**config.mk**
```make
export PLATFORM = sky130hd
export DESIGN_NAME = word_memory_with_stack
export DESIGN_NICKNAME = d
export VERILOG_FILES = /design/src/sv/wms_pkg.sv /design/src/sv/wms_ram.sv /design/src/sv/word_memory_with_stack.sv
export SDC_FILE = /design/constraint.sdc
export NUM_CORES = 2
export LEC_CHECK = 0
export BUFFER_PORTS_ARGS = -buffer_cell sky130_fd_sc_hd__buf_2
export CORE_AREA = 3 3 375 377
export DETAILED_ROUTE_END_ITERATION = 12
export DIE_AREA = 0 0 378 380
export PLACE_DENSITY_LB_ADDON = 0.05
export SYNTH_ARGS = -nofsm -noshare
export SYNTH_HDL_FRONTEND = slang
export SYNTH_SLANG_ARGS = --single-unit
```
**constraint.sdc**
```tcl
create_clock -name clk -period 7.9 [get_ports clk]
set_input_delay 0.79 -clock clk [delete_from_list [all_inputs] [get_ports clk]]
set_output_delay 0.79 -clock clk [all_outputs]
set_load 0.05 [all_outputs]
```
**src/sv/wms_pkg.sv**
```systemverilog
// ----------------------------------------------------------------------------
// wms_pkg
// Shared types and codes for the word memory with hardware stack.
// ----------------------------------------------------------------------------
package wms_pkg;

  localparam int BYTE_BITS = 8;
  localparam int WORD_BITS = 16;
  localparam int SP_OUT_BITS = 8;

  typedef enum logic [1:0] {
    MODE_READ  = 2'd0,
    MODE_WRITE = 2'd1,
    MODE_PUSH  = 2'd2,
    MODE_POP   = 2'd3
  } mode_t;

  typedef enum logic [1:0] {
    ST_OK    = 2'd0,
    ST_ADDR  = 2'd1,
    ST_OVER  = 2'd2,
    ST_UNDER = 2'd3
  } status_t;

  typedef enum logic [2:0] {
    S_CLEAR,
    S_IDLE,
    S_RD0,
    S_RD1,
    S_RD2,
    S_WR0,
    S_WR1,
    S_DONE
  } state_t;

endpackage

```
**src/sv/wms_ram.sv**
```systemverilog
// ----------------------------------------------------------------------------
// wms_ram
// Generic single-port RAM with one write or read per cycle, registered read.
// ----------------------------------------------------------------------------
module wms_ram #(
  parameter int WIDTH = 8,
  parameter int DEPTH = 256
) (
  input  logic                     clk,
  input  logic                     we,
  input  logic [$clog2(DEPTH)-1:0] addr,
  input  logic [WIDTH-1:0]         wdata,
  output logic [WIDTH-1:0]         rdata
);

  logic [WIDTH-1:0] mem [DEPTH];
  logic [WIDTH-1:0] rdata_r;

  always_ff @(posedge clk) begin
    if (we) begin
      mem[addr] <= wdata;
    end
    rdata_r <= mem[addr];
  end

  assign rdata = rdata_r;

endmodule

```
**src/sv/word_memory_with_stack.sv**
```systemverilog
// ----------------------------------------------------------------------------
// word_memory_with_stack
// Byte memory reached as little-endian 16-bit words, with a word stack.
// ----------------------------------------------------------------------------
// Each beat on the input is a word read, word write, push or pop; each gives
// exactly one result beat with the word read, a status code and the stack
// pointer after the operation. The memory is a single-port byte RAM, so a
// word goes through it one byte per cycle: a read or pop steps through S_RD0,
// S_RD1, S_RD2 and S_DONE, a write or push through S_WR0, S_WR1 and S_DONE,
// and a failed operation goes straight to S_DONE. The input stalls while an
// item is in progress; a finished result sits in an output register, so the
// next beat can be taken while the result waits. After reset a clearing pass
// writes zero to every byte, during which no input beat is taken.
// ----------------------------------------------------------------------------
module word_memory_with_stack
  import wms_pkg::*;
#(
  parameter int ADDRESS_BITS = 8,
  parameter int STACK_BYTES  = 16
) (
  input  logic                   clk,
  input  logic                   rst_n,
  input  logic                   in_valid,
  output logic                   in_stall,
  input  logic [1:0]             in_mode,
  input  logic [BYTE_BITS-1:0]   in_byte_address,
  input  logic [WORD_BITS-1:0]   in_data_word,
  output logic                   out_valid,
  input  logic                   out_stall,
  output logic [WORD_BITS-1:0]   out_read_word,
  output logic [1:0]             out_status,
  output logic [SP_OUT_BITS-1:0] out_stack_pointer
);

  localparam int MEM_SIZE     = 1 << ADDRESS_BITS;
  localparam int STACK_ORIGIN = MEM_SIZE - STACK_BYTES;
  localparam int PUSH_LIMIT   = STACK_ORIGIN - STACK_BYTES + 1;
  localparam logic [ADDRESS_BITS-1:0] SP_RESET = STACK_ORIGIN[ADDRESS_BITS-1:0];
  localparam logic [ADDRESS_BITS-1:0] TOP_ADDR = {ADDRESS_BITS{1'b1}};
  localparam logic [ADDRESS_BITS-1:0] TWO      = ADDRESS_BITS'(2);
  localparam logic [ADDRESS_BITS-1:0] ONE      = ADDRESS_BITS'(1);

  state_t                  state_r, state_nxt;
  logic [ADDRESS_BITS-1:0] sp_r, sp_nxt;
  logic [ADDRESS_BITS-1:0] addr_r, addr_nxt;
  logic [WORD_BITS-1:0]    data_r, data_nxt;
  logic [WORD_BITS-1:0]    word_r, word_nxt;
  logic [BYTE_BITS-1:0]    lo_r, lo_nxt;
  status_t                 status_r, status_nxt;
  logic                    out_valid_r, out_valid_nxt;
  logic [WORD_BITS-1:0]    out_word_r, out_word_nxt;
  status_t                 out_status_r, out_status_nxt;
  logic [ADDRESS_BITS-1:0] out_sp_r, out_sp_nxt;

  logic                    ram_we;
  logic [ADDRESS_BITS-1:0] ram_addr;
  logic [BYTE_BITS-1:0]    ram_wdata;
  logic [BYTE_BITS-1:0]    ram_rdata;

  logic [ADDRESS_BITS+BYTE_BITS-1:0] in_addr_wide;
  logic [ADDRESS_BITS-1:0]           in_addr;
  logic [ADDRESS_BITS-1:0]           push_addr;
  logic [ADDRESS_BITS+BYTE_BITS-1:0] sp_out_wide;
  logic                              accept;
  logic                              out_free;

  // address kept to the memory's width
  assign in_addr_wide = {{ADDRESS_BITS{1'b0}}, in_byte_address};
  assign in_addr      = in_addr_wide[ADDRESS_BITS-1:0];
  assign push_addr    = sp_r - TWO;

  assign accept   = in_valid && !in_stall;
  assign out_free = !out_valid_r || !out_stall;

  wms_ram #(
    .WIDTH (BYTE_BITS),
    .DEPTH (MEM_SIZE)
  ) u_ram (
    .clk   (clk),
    .we    (ram_we),
    .addr  (ram_addr),
    .wdata (ram_wdata),
    .rdata (ram_rdata)
  );

  always_ff @(posedge clk) begin
    if (!rst_n) begin
      state_r     <= S_CLEAR;
      sp_r        <= SP_RESET;
      addr_r      <= '0;
      out_valid_r <= 1'b0;
    end else begin
      state_r     <= state_nxt;
      sp_r        <= sp_nxt;
      addr_r      <= addr_nxt;
      out_valid_r <= out_valid_nxt;
    end
  end

  always_ff @(posedge clk) begin
    data_r       <= data_nxt;
    word_r       <= word_nxt;
    lo_r         <= lo_nxt;
    status_r     <= status_nxt;
    out_word_r   <= out_word_nxt;
    out_status_r <= out_status_nxt;
    out_sp_r     <= out_sp_nxt;
  end

  always_comb begin
    state_nxt      = state_r;
    sp_nxt         = sp_r;
    addr_nxt       = addr_r;
    data_nxt       = data_r;
    word_nxt       = word_r;
    lo_nxt         = lo_r;
    status_nxt     = status_r;
    out_valid_nxt  = out_valid_r && out_stall;
    out_word_nxt   = out_word_r;
    out_status_nxt = out_status_r;
    out_sp_nxt     = out_sp_r;
    ram_we         = 1'b0;
    ram_addr       = addr_r;
    ram_wdata      = data_r[BYTE_BITS-1:0];
    in_stall       = (state_r != S_IDLE);

    unique case (state_r)
      S_CLEAR: begin
        // zero one byte per cycle, addr_r sweeps the whole memory
        ram_we    = 1'b1;
        ram_wdata = '0;
        addr_nxt  = addr_r + ONE;
        if (addr_r == TOP_ADDR) begin
          state_nxt = S_IDLE;
        end
      end
      S_IDLE: begin
        if (accept) begin
          data_nxt   = in_data_word;
          word_nxt   = '0;
          status_nxt = ST_OK;
          unique case (mode_t'(in_mode))
            MODE_READ: begin
              addr_nxt = in_addr;
              if (in_addr == TOP_ADDR) begin
                status_nxt = ST_ADDR;
                state_nxt  = S_DONE;
              end else begin
                state_nxt = S_RD0;
              end
            end
            MODE_WRITE: begin
              addr_nxt = in_addr;
              if (in_addr == TOP_ADDR) begin
                status_nxt = ST_ADDR;
                state_nxt  = S_DONE;
              end else begin
                state_nxt = S_WR0;
              end
            end
            MODE_PUSH: begin
              addr_nxt = push_addr;
              if (int'(sp_r) <= PUSH_LIMIT) begin
                status_nxt = ST_OVER;
                state_nxt  = S_DONE;
              end else if (sp_r < TWO || push_addr == TOP_ADDR) begin
                status_nxt = ST_ADDR;
                state_nxt  = S_DONE;
              end else begin
                sp_nxt    = push_addr;
                state_nxt = S_WR0;
              end
            end
            MODE_POP: begin
              addr_nxt = sp_r;
              if (int'(sp_r) >= STACK_ORIGIN) begin
                status_nxt = ST_UNDER;
                state_nxt  = S_DONE;
              end else if (sp_r == TOP_ADDR) begin
                status_nxt = ST_ADDR;
                state_nxt  = S_DONE;
              end else begin
                sp_nxt    = sp_r + TWO;
                state_nxt = S_RD0;
              end
            end
            default: begin
              state_nxt = S_IDLE;
            end
          endcase
        end
      end
      S_RD0: begin
        addr_nxt  = addr_r + ONE;
        state_nxt = S_RD1;
      end
      S_RD1: begin
        // low byte arrives while the high byte is addressed
        lo_nxt    = ram_rdata;
        state_nxt = S_RD2;
      end
      S_RD2: begin
        word_nxt  = {ram_rdata, lo_r};
        state_nxt = S_DONE;
      end
      S_WR0: begin
        ram_we    = 1'b1;
        addr_nxt  = addr_r + ONE;
        state_nxt = S_WR1;
      end
      S_WR1: begin
        ram_we    = 1'b1;
        ram_wdata = data_r[WORD_BITS-1:BYTE_BITS];
        state_nxt = S_DONE;
      end
      S_DONE: begin
        if (out_free) begin
          out_valid_nxt  = 1'b1;
          out_word_nxt   = word_r;
          out_status_nxt = status_r;
          out_sp_nxt     = sp_r;
          state_nxt      = S_IDLE;
        end
      end
      default: begin
        state_nxt = S_IDLE;
      end
    endcase
  end

  assign sp_out_wide       = {{BYTE_BITS{1'b0}}, out_sp_r};
  assign out_valid         = out_valid_r;
  assign out_read_word     = out_word_r;
  assign out_status        = out_status_r;
  assign out_stack_pointer = sp_out_wide[SP_OUT_BITS-1:0];

endmodule

```
==> results.md <==
* Status: finished, final reports clean
* Hold WC Path Type: primary input to flop
* Clock root buffer master: clkbuf_16
* Post-synth ARST share at 0%
* Syn Area/Cell at 21.3 sq um
* Synthesized cell area at 82200 sq um
* Worst Path Required at 8.56 ns
* Synth top area share at 77.3%
* Fmax at 0.212 GHz
* Final Hold Vio Count at 0
* CTS Buf Count at 207
* Slew margin rel. at 5.01%
* Initial Util at 59.8%
* Multi-input logic area at 17100 sq um
* Crit path max fanout at 80
* R2R Setup Slk at 3.19 ns
* Synth top cells by count: edfxtp_1 (2115), mux4_2 (512), nor2_1 (276), a22oi_1 (257), clkbuf_1 (157)
* Die W at 378 um
* Most common cell in the synthesized netlist: edfxtp_1
* Initial antenna violation count at 7
* Crit end category: flop
* Hold-fix buffers, CTS at 0
* Post-route design area at 91200 sq um
* Max Root-Sink Buffers at 3
* Placed inst area at 84500 sq um
* Mapped Cells at 3850
* Area grow syn2layout at 10.9%
* TritonCTS Sinks at 2142
* Setup WS pre-CTS at 3.06 ns
* Pwr dens at 251 nW/um^2
* Fillers at 8699
* Chip height at 380 um
* Yosys warns at 0
* Core Area at 137000 sq um
* Vias in the first global route at 40500
* DR WL/cell at 33.2 um
* Largest net degree at the start of global routing at 241
* Netlist cell types at 53
* Share of cells above drive strength 1 at 23.6%
* Reg2reg path depth at 8
* FF-to-FF Start: addr_r[0]
* Hold endpoint: data_r[10]
* Detailed Route Iter0 Violations at 4999
* Top cells by area, synth: edfxtp_1 (77%), mux4_2 (14%), a22oi_1 (2.3%)
* Drc violations at 0
* Worst vdd ir at 188 uV
* Total Wirelength at 196000 um
* Detail-routed via count per cell at 6.77
* Setup_tns at 0 ns
* Synth Register Bits at 2142
* Die area at 144000 sq um
* Via count at 40000
* Routed Antenna Nets at 0
* RR Endpoint: u_ram.rdata[0]
* Primary FF master, synth: edfxtp_1
* Worst-path clk slew at 0.06 ns
* Critical path arrival at 5.37 ns
* IO Port Bufs at 56
* I/O pin cnt at 58
* Routability cong. at 0.844
* Register Area at 64100 sq um
* Synthesized Nets at 3887
* GRT Total Usage at 27.8%
* P_leak at 0.0257 uW
* Ratio of final minimum period to clock period at 59.6%
* Max-cap violations at 0
* Sequential element share of the synthesized area at 77.9%
* RSZ-0062 raised after global routing: false
* Row count at 136
* Least-Margin Pin Slew at 1.41 ns
* Layout Utilization at 66.3%
* Pins Over Slew Limit at 0
* CTS tree: built
* Startpoint types: flop
* Min-delay src: in_data_word[10]
* Setup slack after layout at 3.19 ns
* Count of final setup violators at 0
* # resized after CTS at 0
* GRT overflow at 0
* First-pass GRT wire length at 287000 um
* Final #Nets at 3974
* Cell count of the worst hold path at 1
* EDFF count, synth at 2115
* Area leader, netlist: edfxtp_1
* Min Tclk post-route at 4.71 ns
* DP HPWL at 113000 um
* Worst-skew pair later-pin latency at 0.82 ns
* Post-CTS Setup Bufs at 0
* Kind of critical path: flop to flop
* Drt first pass iters at 8
* Non-Filler Instances at 5911
* Clk_skew at 0.0267 ns
* # H-tree levels at 4
* Placed cells at 5522
[cells in the final DEF, fill, tap and decap left out, types with 4 or more instances in the layout]
master / netlist / final
nor3_1: 6 / 6
clkbuf_8: 0 / 5
nand4_1: 14 / 14
clkinv_1: 0 / 55
mux4_2: 512 / 512
clkinv_2: 0 / 39
xnor2_1: 10 / 10
buf_2: 33 / 56
edfxtp_1: 2115 / 2115
nor2b_1: 16 / 14
a22o_4: 0 / 8
buf_12: 0 / 16
buf_4: 10 / 58
ha_1: 7 / 7
clkinvlp_4: 0 / 8
nand2_1: 43 / 43
and2_1: 20 / 19
a21oi_1: 145 / 144
diode_2: 0 / 4
a211oi_1: 5 / 5
o41ai_2: 0 / 12
o41ai_1: 32 / 20
clkbuf_1: 157 / 39
nor2_1: 276 / 274
o21ai_0: 23 / 23
dfxtp_1: 27 / 25
nand3_1: 15 / 15
a22oi_1: 257 / 257
inv_1: 16 / 16
clkbuf_16: 0 / 213
nand2b_1: 9 / 7
bufinv_16: 0 / 20
[per-stage QoR]
step | hold WS [ns] | power, uW
2_1_floorplan | 0.400 | 13200
3_3_place_gp | 0.406 | 13400
3_5_place_dp | 0.405 | 13400
4_1_cts | 0.0832 | 23000
5_1_grt | 0.109 | 23500
6_report | 0.150 | 22900
[kinds of logic after synthesis]
group / count (synthesis) / synth area share (%)
multiplexers: 515 / 14.1
buffers and inverters: 268 / 1.54
flip-flops: 2142 / 77.9
AO/OA/AOI/OAI: 491 / 4.05
adder cells (fa/ha/maj): 7 / 0.107
XOR/XNOR: 11 / 0.117
AND/OR/NAND/NOR: 415 / 2.19
other: 1 / 0.00456
[area by class of cell]
class / count / share of cell area, %
Clock inverter: 128 / 1.24
Tap cell: 1794 / 2.46
Timing Repair Buffer: 130 / 1.14
Sequential cell: 2142 / 70.3
Antenna cell: 4 / 0.0110
Inverter: 16 / 0.0659
Multi-Input combinational cell: 1440 / 18.7
Clock buffer: 257 / 6.08
[flip-flops by register name (all words and copies together), names as in the netlist]
name               flops
out_read_word         16
data_r                16
u_ram.rdata            8
u_ram.mem           2048
sp_r                   7
out_stack_pointer      7
state_r                3
out_valid              1
addr_r                 8
status_r               2
word_r                16
out_status             2
lo_r                   8
[power breakdown]
| group | switching, uW | internal (uW) | total, uW |
|---|---|---|---|
| clock network | 4080 | 5600 | 9690 |
| registers | 41.7 | 12300 | 12400 |
| logic | 482 | 349 | 831 |
| total | 4610 | 18300 | 22900 |
[worst max-delay path by stage]
stage | slack [ns] | end | from | cells past startpoint
floorplan | 2.63 | u_ram.mem[0][2] | state_r[1] | 6
global placement | 2.34 | u_ram.rdata[3] | addr_r[0] | 7
detailed placement | 3.06 | u_ram.rdata[4] | addr_r[0] | 7
CTS | 3.04 | u_ram.rdata[4] | addr_r[0] | 7
global route | 2.84 | u_ram.rdata[0] | addr_r[0] | 8
finish | 3.19 | u_ram.rdata[0] | addr_r[0] | 8
[per-layer routing]
metal / wire, um / up-vias / global-route usage, %
li1: - / 16400 / -
met1: 78500 / 21300 / 41.0
met2: 92600 / 2059 / 42.1
met3: 18800 / 352 / 6.67
met4: 6160 / 8 / 8.98
met5: 58 / - / 0
[critical path, stage by stage, from the launching register on]
cell and delay [ns]:
dfxtp_4 0.76, buf_12 0.57, buf_4 0.69, mux4_2 0.58, a22oi_1 0.21, a21oi_1 0.13, o41ai_1 1.18, buf_4 0.28
nand4_1 0.08
Power figures use the tool's default switching activity.
